`src/hdl/pink_noise_filter_assert.svh`:
```
// Assertion macros used by the pink noise filter RTL.
`ifndef PINK_NOISE_FILTER_ASSERT_SVH
`define PINK_NOISE_FILTER_ASSERT_SVH

// Condition and consequence in the same cycle.
`define PNF_ASSERT_SAME(label, ante, cons) \
    label: assert property (@(posedge aclk) disable iff (!aresetn) (ante) |-> (cons)) \
        else $error("pink_noise_filter: assertion failed");

// Consequence in the cycle after the condition.
`define PNF_ASSERT_NEXT(label, ante, cons) \
    label: assert property (@(posedge aclk) disable iff (!aresetn) (ante) |=> (cons)) \
        else $error("pink_noise_filter: assertion failed");

`endif

```
`src/hdl/pnf_pkg.sv`:
```
// Constants, types and coefficient table of the pink noise filter.
package pnf_pkg;

    localparam int SAMPLE_BITS = 16;
    localparam int FRAC_BITS   = 16;
    localparam int COEF_FRAC   = 20;
    localparam int COEF_W      = COEF_FRAC + 1;
    localparam int STATE_BITS  = 40;
    localparam int OUT_BITS    = 20;
    localparam int NUM_POLES   = 6;

    // Eight 40-bit terms are summed, so three guard bits suffice.
    localparam int SUM_W      = STATE_BITS + 3;
    localparam int ACC_W      = SUM_W + COEF_W;
    localparam int IN_SHIFT   = COEF_FRAC - FRAC_BITS;
    localparam int OUT_SHIFT  = FRAC_BITS + COEF_FRAC;
    localparam int OUT_RAW_W  = ACC_W - OUT_SHIFT;
    localparam int NUM_OPS    = 2 * NUM_POLES + 3;
    localparam int OP_W       = $clog2(NUM_OPS);
    localparam int CNT_W      = $clog2(COEF_W);

    typedef logic signed [COEF_W-1:0]     coef_t;
    typedef logic signed [STATE_BITS-1:0] state_word_t;
    typedef logic signed [OUT_BITS-1:0]   out_word_t;
    typedef logic [OP_W-1:0]              op_t;

    // Operation codes after the pole sections (2*i is pole i, 2*i+1 its gain).
    localparam op_t OP_DIRECT = op_t'(2 * NUM_POLES);
    localparam op_t OP_HELD   = op_t'(2 * NUM_POLES + 1);
    localparam op_t OP_SCALE  = op_t'(2 * NUM_POLES + 2);

    // Signed Q1.20 coefficient used by each operation.
    function automatic coef_t op_coef(input op_t op);
        coef_t c;
        case (op)
            op_t'(0):  c = 21'sd1047381;
            op_t'(1):  c = 21'sd58215;
            op_t'(2):  c = 21'sd1041572;
            op_t'(3):  c = 21'sd78723;
            op_t'(4):  c = 21'sd1016070;
            op_t'(5):  c = 21'sd161326;
            op_t'(6):  c = 21'sd908591;
            op_t'(7):  c = 21'sd325568;
            op_t'(8):  c = 21'sd576717;
            op_t'(9):  c = 21'sd558841;
            op_t'(10): c = -21'sd798595;
            op_t'(11): c = -21'sd17719;
            OP_DIRECT: c = 21'sd562246;
            OP_HELD:   c = 21'sd121557;
            OP_SCALE:  c = 21'sd209715;
            default:   c = '0;
        endcase
        return c;
    endfunction

    // Saturate a value with two extra bits to the state width.
    function automatic state_word_t sat_state(input logic [STATE_BITS+1:0] v);
        logic [2:0] top;
        top = v[STATE_BITS+1:STATE_BITS-1];
        if (&top || ~|top) begin
            return v[STATE_BITS-1:0];
        end
        return {v[STATE_BITS+1], {(STATE_BITS-1){~v[STATE_BITS+1]}}};
    endfunction

    // Saturate the scaled output to the result width.
    function automatic out_word_t sat_out(input logic [OUT_RAW_W-1:0] v);
        logic [OUT_RAW_W-OUT_BITS:0] top;
        top = v[OUT_RAW_W-1:OUT_BITS-1];
        if (&top || ~|top) begin
            return v[OUT_BITS-1:0];
        end
        return {v[OUT_RAW_W-1], {(OUT_BITS-1){~v[OUT_RAW_W-1]}}};
    endfunction

endpackage

```
`src/hdl/pink_noise_filter.sv`:
```
// Pink noise shaping filter: six one-pole sections plus direct and delayed taps.
//
// Input transactions carry one signed 16-bit sample on s_sample_in (s_valid/s_ready).
// Each accepted sample produces exactly one signed 20-bit result on m_pink_out
// (m_valid/m_ready), in order.
//
// All fifteen products (six pole terms, six gain terms, the direct and delayed
// taps and the final 0.2 scale) go through one shift-and-add multiplier that
// consumes one coefficient bit per cycle, MSB first; each product is followed
// by a step that rounds, saturates and accumulates it. That serial multiplier
// sets the rate: the block takes no new sample until the result of the previous
// one has been handed to the output register.
//
// The result sits in an output register. While the receiver stalls the block
// still accepts and processes the next sample; only the hand-off of a newer
// result waits until the output register has been emptied.
//
// Reset (aresetn low, synchronous) clears all six section states, the delayed
// tap and the output valid flag; the block is ready the cycle after reset.
`include "pink_noise_filter_assert.svh"

module pink_noise_filter
    import pnf_pkg::*;
(
    input  logic                          aclk,
    input  logic                          aresetn,
    input  logic                          s_valid,
    output logic                          s_ready,
    input  logic signed [SAMPLE_BITS-1:0] s_sample_in,
    output logic                          m_valid,
    input  logic                          m_ready,
    output logic signed [OUT_BITS-1:0]    m_pink_out
);

    typedef enum logic [1:0] {ST_IDLE, ST_MUL, ST_POST, ST_DONE} state_t;

    localparam logic [ACC_W-1:0] ONE      = ACC_W'(1);
    localparam logic [ACC_W-1:0] HALF_IN  = ONE << (IN_SHIFT - 1);
    localparam logic [ACC_W-1:0] HALF_CF  = ONE << (COEF_FRAC - 1);
    localparam logic [ACC_W-1:0] HALF_OUT = ONE << (OUT_SHIFT - 1);

    // Control and datapath registers.
    state_t                    state_reg, state_next;
    op_t                       op_reg, op_next;
    logic [CNT_W-1:0]          cnt_reg, cnt_next;
    coef_t                     coef_sh_reg, coef_sh_next;
    logic [SUM_W-1:0]          mcand_reg, mcand_next;
    logic [ACC_W-1:0]          acc_reg, acc_next;
    logic [SAMPLE_BITS-1:0]    x_reg, x_next;
    logic [SUM_W-1:0]          sum_reg, sum_next;
    logic [STATE_BITS:0]       pt_reg, pt_next;
    state_word_t               held_reg, held_next;
    out_word_t                 y_reg, y_next;
    logic                      m_valid_reg, m_valid_next;
    out_word_t                 m_pink_out_reg, m_pink_out_next;

    // Section states, one entry per pole.
    state_word_t               pole_sums_reg [NUM_POLES];
    logic                      pole_we;
    state_word_t               pole_wdata;

    // Combinational helpers.
    logic [ACC_W-1:0]          mcand_ext;
    logic [ACC_W-1:0]          prod_term;
    logic [ACC_W-1:0]          half_sel;
    logic [ACC_W-1:0]          rnd_sum;
    logic [STATE_BITS+1:0]     in_term;
    logic [STATE_BITS+1:0]     st_raw;
    state_word_t               st_sat;
    op_t                       op_inc;
    logic [SUM_W-1:0]          op_mcand;
    logic                      is_pole_op;

    assign s_ready    = (state_reg == ST_IDLE);
    assign m_valid    = m_valid_reg;
    assign m_pink_out = m_pink_out_reg;

    assign is_pole_op = (op_reg < OP_DIRECT) && !op_reg[0];
    assign op_inc     = op_reg + op_t'(1);

    // Multiplier step: the sign bit of the coefficient carries negative weight.
    assign mcand_ext = {{(ACC_W-SUM_W){mcand_reg[SUM_W-1]}}, mcand_reg};
    always_comb begin
        if (!coef_sh_reg[COEF_W-1]) begin
            prod_term = '0;
        end else if (cnt_reg == '0) begin
            prod_term = -mcand_ext;
        end else begin
            prod_term = mcand_ext;
        end
    end

    // Round to nearest at the binary point that belongs to the finished product.
    always_comb begin
        if (is_pole_op) begin
            half_sel = HALF_CF;
        end else if (op_reg == OP_SCALE) begin
            half_sel = HALF_OUT;
        end else begin
            half_sel = HALF_IN;
        end
    end
    assign rnd_sum = acc_reg + half_sel;
    assign in_term = rnd_sum[IN_SHIFT +: STATE_BITS+2];
    assign st_raw  = {pt_reg[STATE_BITS], pt_reg} + in_term;
    assign st_sat  = sat_state(st_raw);

    // Multiplicand of the operation that follows the current one.
    always_comb begin
        if (op_inc == OP_SCALE) begin
            op_mcand = sum_reg;
        end else if (op_inc < OP_DIRECT && !op_inc[0]) begin
            op_mcand = {{(SUM_W-STATE_BITS){pole_sums_reg[op_inc[OP_W-1:1]][STATE_BITS-1]}},
                        pole_sums_reg[op_inc[OP_W-1:1]]};
        end else begin
            op_mcand = {{(SUM_W-SAMPLE_BITS){x_reg[SAMPLE_BITS-1]}}, x_reg};
        end
    end

    always_comb begin
        state_next      = state_reg;
        op_next         = op_reg;
        cnt_next        = cnt_reg;
        coef_sh_next    = coef_sh_reg;
        mcand_next      = mcand_reg;
        acc_next        = acc_reg;
        x_next          = x_reg;
        sum_next        = sum_reg;
        pt_next         = pt_reg;
        held_next       = held_reg;
        y_next          = y_reg;
        m_valid_next    = m_valid_reg;
        m_pink_out_next = m_pink_out_reg;
        pole_we         = 1'b0;
        pole_wdata      = st_sat;

        if (m_valid_reg && m_ready) begin
            m_valid_next = 1'b0;
        end

        case (state_reg)
            ST_IDLE: begin
                if (s_valid) begin
                    // The delayed tap enters the sum with its value from the last sample.
                    x_next       = s_sample_in;
                    sum_next     = {{(SUM_W-STATE_BITS){held_reg[STATE_BITS-1]}}, held_reg};
                    op_next      = '0;
                    mcand_next   = {{(SUM_W-STATE_BITS){pole_sums_reg[0][STATE_BITS-1]}},
                                    pole_sums_reg[0]};
                    coef_sh_next = op_coef('0);
                    cnt_next     = '0;
                    acc_next     = '0;
                    state_next   = ST_MUL;
                end
            end
            ST_MUL: begin
                acc_next     = {acc_reg[ACC_W-2:0], 1'b0} + prod_term;
                coef_sh_next = {coef_sh_reg[COEF_W-2:0], 1'b0};
                cnt_next     = cnt_reg + CNT_W'(1);
                if (cnt_reg == CNT_W'(COEF_W - 1)) begin
                    state_next = ST_POST;
                end
            end
            ST_POST: begin
                if (is_pole_op) begin
                    pt_next = rnd_sum[COEF_FRAC +: STATE_BITS+1];
                end else if (op_reg < OP_DIRECT) begin
                    pole_we  = 1'b1;
                    sum_next = sum_reg + {{(SUM_W-STATE_BITS){st_sat[STATE_BITS-1]}}, st_sat};
                end else if (op_reg == OP_DIRECT) begin
                    sum_next = sum_reg + {in_term[STATE_BITS+1], in_term};
                end else if (op_reg == OP_HELD) begin
                    held_next = sat_state(in_term);
                end else begin
                    y_next = sat_out(rnd_sum[OUT_SHIFT +: OUT_RAW_W]);
                end

                if (op_reg == OP_SCALE) begin
                    state_next = ST_DONE;
                end else begin
                    op_next      = op_inc;
                    mcand_next   = op_mcand;
                    coef_sh_next = op_coef(op_inc);
                    cnt_next     = '0;
                    acc_next     = '0;
                    state_next   = ST_MUL;
                end
            end
            ST_DONE: begin
                if (!m_valid_reg || m_ready) begin
                    m_valid_next    = 1'b1;
                    m_pink_out_next = y_reg;
                    state_next      = ST_IDLE;
                end
            end
            default: begin
                state_next = ST_IDLE;
            end
        endcase
    end

    always_ff @(posedge aclk) begin
        if (!aresetn) begin
            state_reg   <= ST_IDLE;
            m_valid_reg <= 1'b0;
            held_reg    <= '0;
            for (int i = 0; i < NUM_POLES; i++) begin
                pole_sums_reg[i] <= '0;
            end
        end else begin
            state_reg      <= state_next;
            op_reg         <= op_next;
            cnt_reg        <= cnt_next;
            coef_sh_reg    <= coef_sh_next;
            mcand_reg      <= mcand_next;
            acc_reg        <= acc_next;
            x_reg          <= x_next;
            sum_reg        <= sum_next;
            pt_reg         <= pt_next;
            held_reg       <= held_next;
            y_reg          <= y_next;
            m_valid_reg    <= m_valid_next;
            m_pink_out_reg <= m_pink_out_next;
            if (pole_we) begin
                pole_sums_reg[op_reg[OP_W-1:1]] <= pole_wdata;
            end
        end
    end

    // An accepted sample starts the sequence at the first pole section.
    `PNF_ASSERT_NEXT(a_accept_starts, s_valid && s_ready, !s_ready && op_reg == '0)
    // The result is only handed off once the final scale product is done.
    `PNF_ASSERT_SAME(a_done_after_scale, state_reg == ST_DONE, op_reg == OP_SCALE)
    // A new result appears only from the hand-off state.
    `PNF_ASSERT_SAME(a_valid_from_done, $rose(m_valid_reg), $past(state_reg) == ST_DONE)
    // The bit counter never runs past the coefficient width.
    `PNF_ASSERT_SAME(a_cnt_range, state_reg == ST_MUL, cnt_reg < CNT_W'(COEF_W))

endmodule
```
`config.mk`:
```
export PLATFORM = sky130hd
export DESIGN_NAME = pink_noise_filter
export DESIGN_NICKNAME = d
export VERILOG_FILES = /design/src/hdl/pnf_pkg.sv /design/src/hdl/pink_noise_filter.sv
export VERILOG_INCLUDE_DIRS = /design/src /design/src/hdl
export SDC_FILE = /design/constraint.sdc
export NUM_CORES = 2
export LEC_CHECK = 0
export BUFFER_PORTS_ARGS = -buffer_cell sky130_fd_sc_hd__buf_2
export CAP_MARGIN = 25
export CORE_MARGIN = 10
export CORE_UTILIZATION = 35
export DETAILED_ROUTE_END_ITERATION = 8
export SETUP_SLACK_MARGIN = 0.05
export SLEW_MARGIN = 20
export SYNTH_ARGS = -nofsm -noshare
export SYNTH_HDL_FRONTEND = slang
export SYNTH_SLANG_ARGS = --single-unit
export TNS_END_PERCENT = 30
```
`constraint.sdc`:
```
create_clock -name aclk -period 15.59 [get_ports aclk]
set_clock_uncertainty 0.1 [all_clocks]
set_input_delay 1.559 -clock aclk [delete_from_list [all_inputs] [get_ports aclk]]
set_output_delay 1.559 -clock aclk [all_outputs]
set_load 0.03 [all_outputs]
```
# --- Word level (Yosys, flattened, before mapping) ---
# Memories as Yosys holds them, arrays and structs flattened.
# Index checks and enable logic that the tools add are counted.
word_totals:
  mem_count: 2
  regBits: 320
  ramBits: 240
  mem_bits_ro: 336
  wordCells: 142
  out_inout_bits: 22
  input_bits: 20
mem_list:
  columns: ["memory", "depth", "word_bits", "rd", "rd_clocked_by_memory_dff", "write_ports", "line_no", "text"]
  rows:
  - ["(name not given)", 16, 21, 1, 0, 0, "pnf_pkg.sv:35", "case (op)"]
  - ["pole_sums_reg", 6, 40, 2, 0, 6, "pink_noise_filter.sv:58", "state_word_t pole_sums_reg [NUM_POLES];"]
op_classes:
  n_mux: 63
  addsub: 8
  reduce_logical: 33
  n_bitwise: 7
  magnitude_cmp: 2
  n_eq_ne: 14
ops:
  columns: ["op", "count"]
  rows:
  - ["$mux 43", 8]
  - ["$mux 64", 4]
  - ["$mux 40", 5]
  - ["$pmux 64 s3", 1]
  - ["$pmux 43 s2", 2]
  - ["$add 64x64->64", 2]
  - ["$add 43x43->43", 2]
  - ["$mux 36", 2]
  - ["$neg 64->64", 1]
  - ["$pmux 21 s3", 1]
  - ["$add 42x42->42", 1]
  - ["$mux 21", 2]
  - ["$mux 20", 2]
  - ["$reduce_or 40->1", 1]
  - ["$mux 1", 24]
  - ["$reduce_and 3->1", 6]
  - ["$eq 4x4->1 const B", 4]
  - ["$pmux 5 s3", 1]
  - ["$mux 5", 2]
  - ["$ne 2x2->1 const B", 5]
  - ["$reduce_and 5->1", 2]
  - ["$reduce_and 9->1", 1]
  - ["$reduce_or 9->1", 1]
  - ["$lt 4x4->1 const B", 2]
  - ["other kinds (22)", 45]

# --- Longest topological paths before layout ---
logic_depth:
  word_depth: 14
  mapped_depth: 39
  mapped_depth_nobuf: 36

# --- Worst setup path before layout ---
# Ideal clock, no wire load.
synth_timing:
  path_kind: "in2reg"
  start: "input port aresetn"
  end: "register acc_reg[0], enable pin"
  path_buffers: 1
  stages: 2
  t_arrival_ns: 11.084
  slack_ns: 3.614
  required_time_ns: 14.698
  path_cell_list: "clkbuf_1 nor4b_1"
synth_via:
  elab_chain_cells: 1
synth_lines:
  columns: ["item", "line_no", "text"]
  rows:
  - ["start, declared", "pink_noise_filter.sv:26", "input logic aresetn,"]
  - ["$reduce_and 4->1 (no line)", null, null]
  - ["end signal, assigned", "pink_noise_filter.sv:216", "acc_reg <= acc_next;"]
  - ["end, declared", "pink_noise_filter.sv:48", "logic [ACC_W-1:0] acc_reg, acc_next;"]
# No other way between the ends.
# A chain may end at the register's enable or synchronous reset.

# --- Final worst setup path ---
layout_timing:
  start: "register op_reg[0]"
  end: "register sum_reg[40] (data pin)"
layout_via:
  elab_chain_cells: 14
layout_lines:
  columns: ["item", "line_no", "text"]
  rows:
  - ["start, declared", "pink_noise_filter.sv:44", "op_t op_reg, op_next;"]
  - ["start signal, assigned", "pink_noise_filter.sv:212", "op_reg <= op_next;"]
  - ["$lt 4x4->1, or another cell as far along", "pink_noise_filter.sv:78", "assign is_pole_op = (op_reg < OP_DIRECT) && !op_reg[0];"]
  - ["$logic_and 1x1->1 or $mux 36 (tied branches)", "pink_noise_filter.sv:78, pink_noise_filter.sv:97", null]
  - ["$mux 36 *", "pink_noise_filter.sv:95", "if (is_pole_op) begin"]
  - ["$add 64x64->64 *", "pink_noise_filter.sv:103", "assign rnd_sum = acc_reg + half_sel;"]
  - ["net rnd_sum[39]", "pink_noise_filter.sv:66", "logic [ACC_W-1:0] rnd_sum;"]
  - ["$add 42x42->42", "pink_noise_filter.sv:105", "assign st_raw = {pt_reg[STATE_BITS], pt_reg} + in_term;"]
  - ["$reduce_or 3->1", "pnf_pkg.sv:60", "if (&top || ~|top) begin"]
  - ["$logic_not 1->1", "pnf_pkg.sv:60", null]
  - ["$logic_or 1x1->1", "pnf_pkg.sv:60", null]
  - ["$mux 1", "pnf_pkg.sv:60", null]
  - ["$mux 40", "pnf_pkg.sv:63", "return {v[STATE_BITS+1], {(STATE_BITS-1){~v[STATE_BITS+1]}}};"]
  - ["$add 43x43->43", "pink_noise_filter.sv:169", "sum_next = sum_reg + {{(SUM_W-STATE_BITS){st_sat[STATE_BITS-1]}}, st_sat};"]
  - ["$mux 43 *", "pink_noise_filter.sv:167", "end else if (op_reg < OP_DIRECT) begin"]
  - ["$mux 43 *", "pink_noise_filter.sv:165", "if (is_pole_op) begin"]
  - ["$pmux 43 s2 *", "pink_noise_filter.sv:141", "case (state_reg)"]
  - ["net sum_next[40]", "pink_noise_filter.sv:50", "logic [SUM_W-1:0] sum_reg, sum_next;"]
  - ["end signal, assigned", "pink_noise_filter.sv:218", "sum_reg <= sum_next;"]
  - ["end, declared", "pink_noise_filter.sv:50", null]
# The timed path passes the listed nets; every way through them passes the cells marked *. The select of a mux whose other input is x is not followed.

==> impl_metrics.yaml <==
status:
  status: "complete, no violations"
logic_synthesis:
  synth_top_area_cell: "edfxtp_1"
  synthesis.area_um2: 37900
  synth.area.mux_share_pct: 6.38
  synth_cells: 3538
  synth_edf_count: 597
  synth_seq_cells: 640
  synth_commonest_cells: "edfxtp_1 (597), nor2_1 (366), a21oi_1 (346), nand2_1 (227), o21ai_0 (185)"
  yosys.area.top_type_share_pct: 47.3
  synth.distinct_cells: 93
  ys_seq_area_share_pct: 49.5
  synth_ff_type: "edfxtp_1"
  synthXorXnorAreaFrac_pct: 5.37
  synth.yosys.warnings: 0
  avgSynthCellArea_um2: 10.7
  synth_top_family_by_area: "compound AO/OA/AOI/OAI gates"
  synth_fa_ha_area_share_pct: 5.56
  synth.most_common_cell: "edfxtp_1"
  synthTopCellsByArea: "edfxtp_1 (47%), ha_1 (5.3%), mux4_2 (4.8%), a21oi_1 (4.6%), nor2_1 (3.6%)"
  synthArstFlopShare_pct: 0
  synth_compound_area_share_pct: 16.3
  yosys.area_share.simple_pct: 13.6
global_route:
  use_met1_pct: 25.5
  grt_pass1_wl_um: 171000
  met3_usage_pct: 3.29
  grt_max_degree: 75
  met2_usage_pct: 28.5
  overflow: 0
  grt_usage_pct: 18.1
  antenna_found_initial: 6
  grt_busiest_layer: "met2"
  grt_pass1_vias: 27100
critical_path:
  rrSetupSlack_ns: 4.55
  crit_type: "reg2reg"
  worstSetupEndpointType: "flop"
  r2r-start: "op_reg[0]"
  regToRegEndpoint: "sum_reg[40]"
  setup.worst_path.start_class: "flop"
  slowest_delay_ns: 0.73
  reg2regPathDepth: 37
  cp.arrival_ns: 11.32
  cp_slowest_cell: "edfxtp_1"
  critPathRequiredTime_ns: 15.87
  path_max_fanout: 74
clock_network:
  clockBufferDepth: 3
  ctsResizeCount: 0
  postCtsSetupBuffers: 0
  cts_hold_buffers: 0
  path_clk_slew_ns: 0.06
  cts_tree: "yes"
  htreeDepth: 3
  cts_buffers: 72
  cts-root-buf: "clkbuf_16"
  clk_latency_ns: 0.64
  clock_sinks: 640
routing:
  wl_um: 114000
  drc: 0
  vias_per_cell: 5.65
  drt_iter0_markers: 2721
  wl_per_cell_um: 22.6
  num_vias: 28400
  dr.pass1.iters: 6
  detail-route-antenna-nets: 0
pwr:
  power.density_nw_per_um2: 189
  max-vdd-ir-drop_v: 0.0000939
  power_frac_comb_pct: 48.5
  p_sw_uw: 3410
  p_total_uw: 8010
  intPower_uw: 4610
  switching_share_pct: 42.5
  power_frac_clock_pct: 22.0
  power_leakage_uw: 0.0160
  power_frac_seq_pct: 29.5
sta:
  hold_violations: 0
  min_period_over_period_pct: 70.8
  fmax_mhz: 90.6
  tightest_slew_ns: 1.05
  setup_viol: 0
  layout_setup_ws_ns: 4.55
  relSlewSlack_pct: 30.1
  hold_ws_ns: 0.319
  finalMaxSlewViolations: 0
  rsz0062_at_grt: "no"
  finalSetupTns_ns: 0
  fin_crit_ns: 11.04
die:
  ios: 42
  die_width_um: 349
  core_um2: 107000
  dieArea_um2: 122000
  start_util_pct: 35.3
  die-height_um: 349
  rows: 120
finish:
  nets: 3760
  largest_reg_flops: 320
  synthToLayoutAreaGrowth_pct: 11.9
  fillCellCount: 10300
  drive_gt1_share_pct: 11.3
  utilization_pct: 39.5
worst_hold_path:
  hp-class: "reg2reg"
  hold_depth: 0
  hold_end: "m_pink_out[2]"
  min_from: "y_reg[2]"
place:
  hpwl_um: 81600
  io_buffer_count: 41
  gp_congestion: 0.959
  dp_slack_ns: 4.71
job:
  cap_viol_max_count: 0
## kinds of logic (layout without fill, tap and decap cells)
group | Yosys count | count (layout)
AOI/OAI and AO/OA | 981 | 981
xor gates and xnor gates | 230 | 230
adders and majority gates | 167 | 167
buffers and inverters | 309 | 322
DFF | 640 | 640
muxes | 138 | 138
other | 1 | 81
and+or+nand+nor | 1072 | 1072
## area by class of cell
class / instances / area, um^2 / area share (%)
antenna: 1 / 2.50 / 0.00590
clock buffer: 91 / 2020 / 4.76
clock inverter: 38 / 393 / 0.926
inverter: 86 / 323 / 0.761
multi-input combinational: 2668 / 18400 / 43.4
sequential: 640 / 18800 / 44.3
tap: 1403 / 1760 / 4.14
timing repair buffer: 107 / 753 / 1.77
## per-layer routing
layer	share of wire, %	vias to the layer above
met1	45	14100
met5	0.011	-
met4	2.3	2
li1	-	13200
met2	45	1007
met3	7.7	143
## cells in the final DEF, fill, tap and decap left out, types with 55 or more instances in the layout
master and instances:
xor2_1 72, a21oi_1 345, xnor2_1 153, nand3_1 75, nor3_1 86, inv_1 83, conb_1 80, and2_1 113
a211oi_1 57, a21o_1 90, nor2_1 361, buf_4 55, clkbuf_16 78, edfxtp_1 597, mux4_2 80, o21ai_0 180
nand2_1 220, ha_1 159
## how the worst max path moves through the flow
stage	start	to	slack, ns	depth (start not counted)
2_1_floorplan	aresetn	acc_reg[0]	3.61	2
6_report	op_reg[0]	sum_reg[40]	4.55	37
5_1_grt	op_reg[0]	sum_reg[40]	3.76	38
3_5_place_dp	op_reg[0]	sum_reg[40]	4.71	38
4_1_cts	op_reg[0]	sum_reg[40]	4.62	38
3_3_place_gp	op_reg[0]	sum_reg[40]	4.86	38
## power by group through the flow
stage	Clock [uW]	Sequential (uW)	Combinational (uW)
floorplan	0	2330	2790
global placement	0	2390	3800
detailed placement	0	2390	3790
CTS	1790	2360	3820
global route	1860	2380	4230
finish	1760	2360	3890
## stage by stage
stage / instance area [um^2] / instances
CTS: 42400 / 5028
global placement: 39900 / 4893
global route: 42400 / 5033
detailed placement: 40000 / 4899
finish: 42400 / 5034
floorplan: 38200 / 3617
## worst max-delay path: cells and delay by family, from the launching register on
family | cells | cell delay, ns
and+or+nand+nor | 12 | 2.72
adders and majority gates | 5 | 1.89
DFF | 1 | 0.73
buffers and inverters | 3 | 1.32
xor gates and xnor gates | 2 | 0.53
AOI/OAI and AO/OA | 15 | 3.34
(Power assumes the default switching activity.)
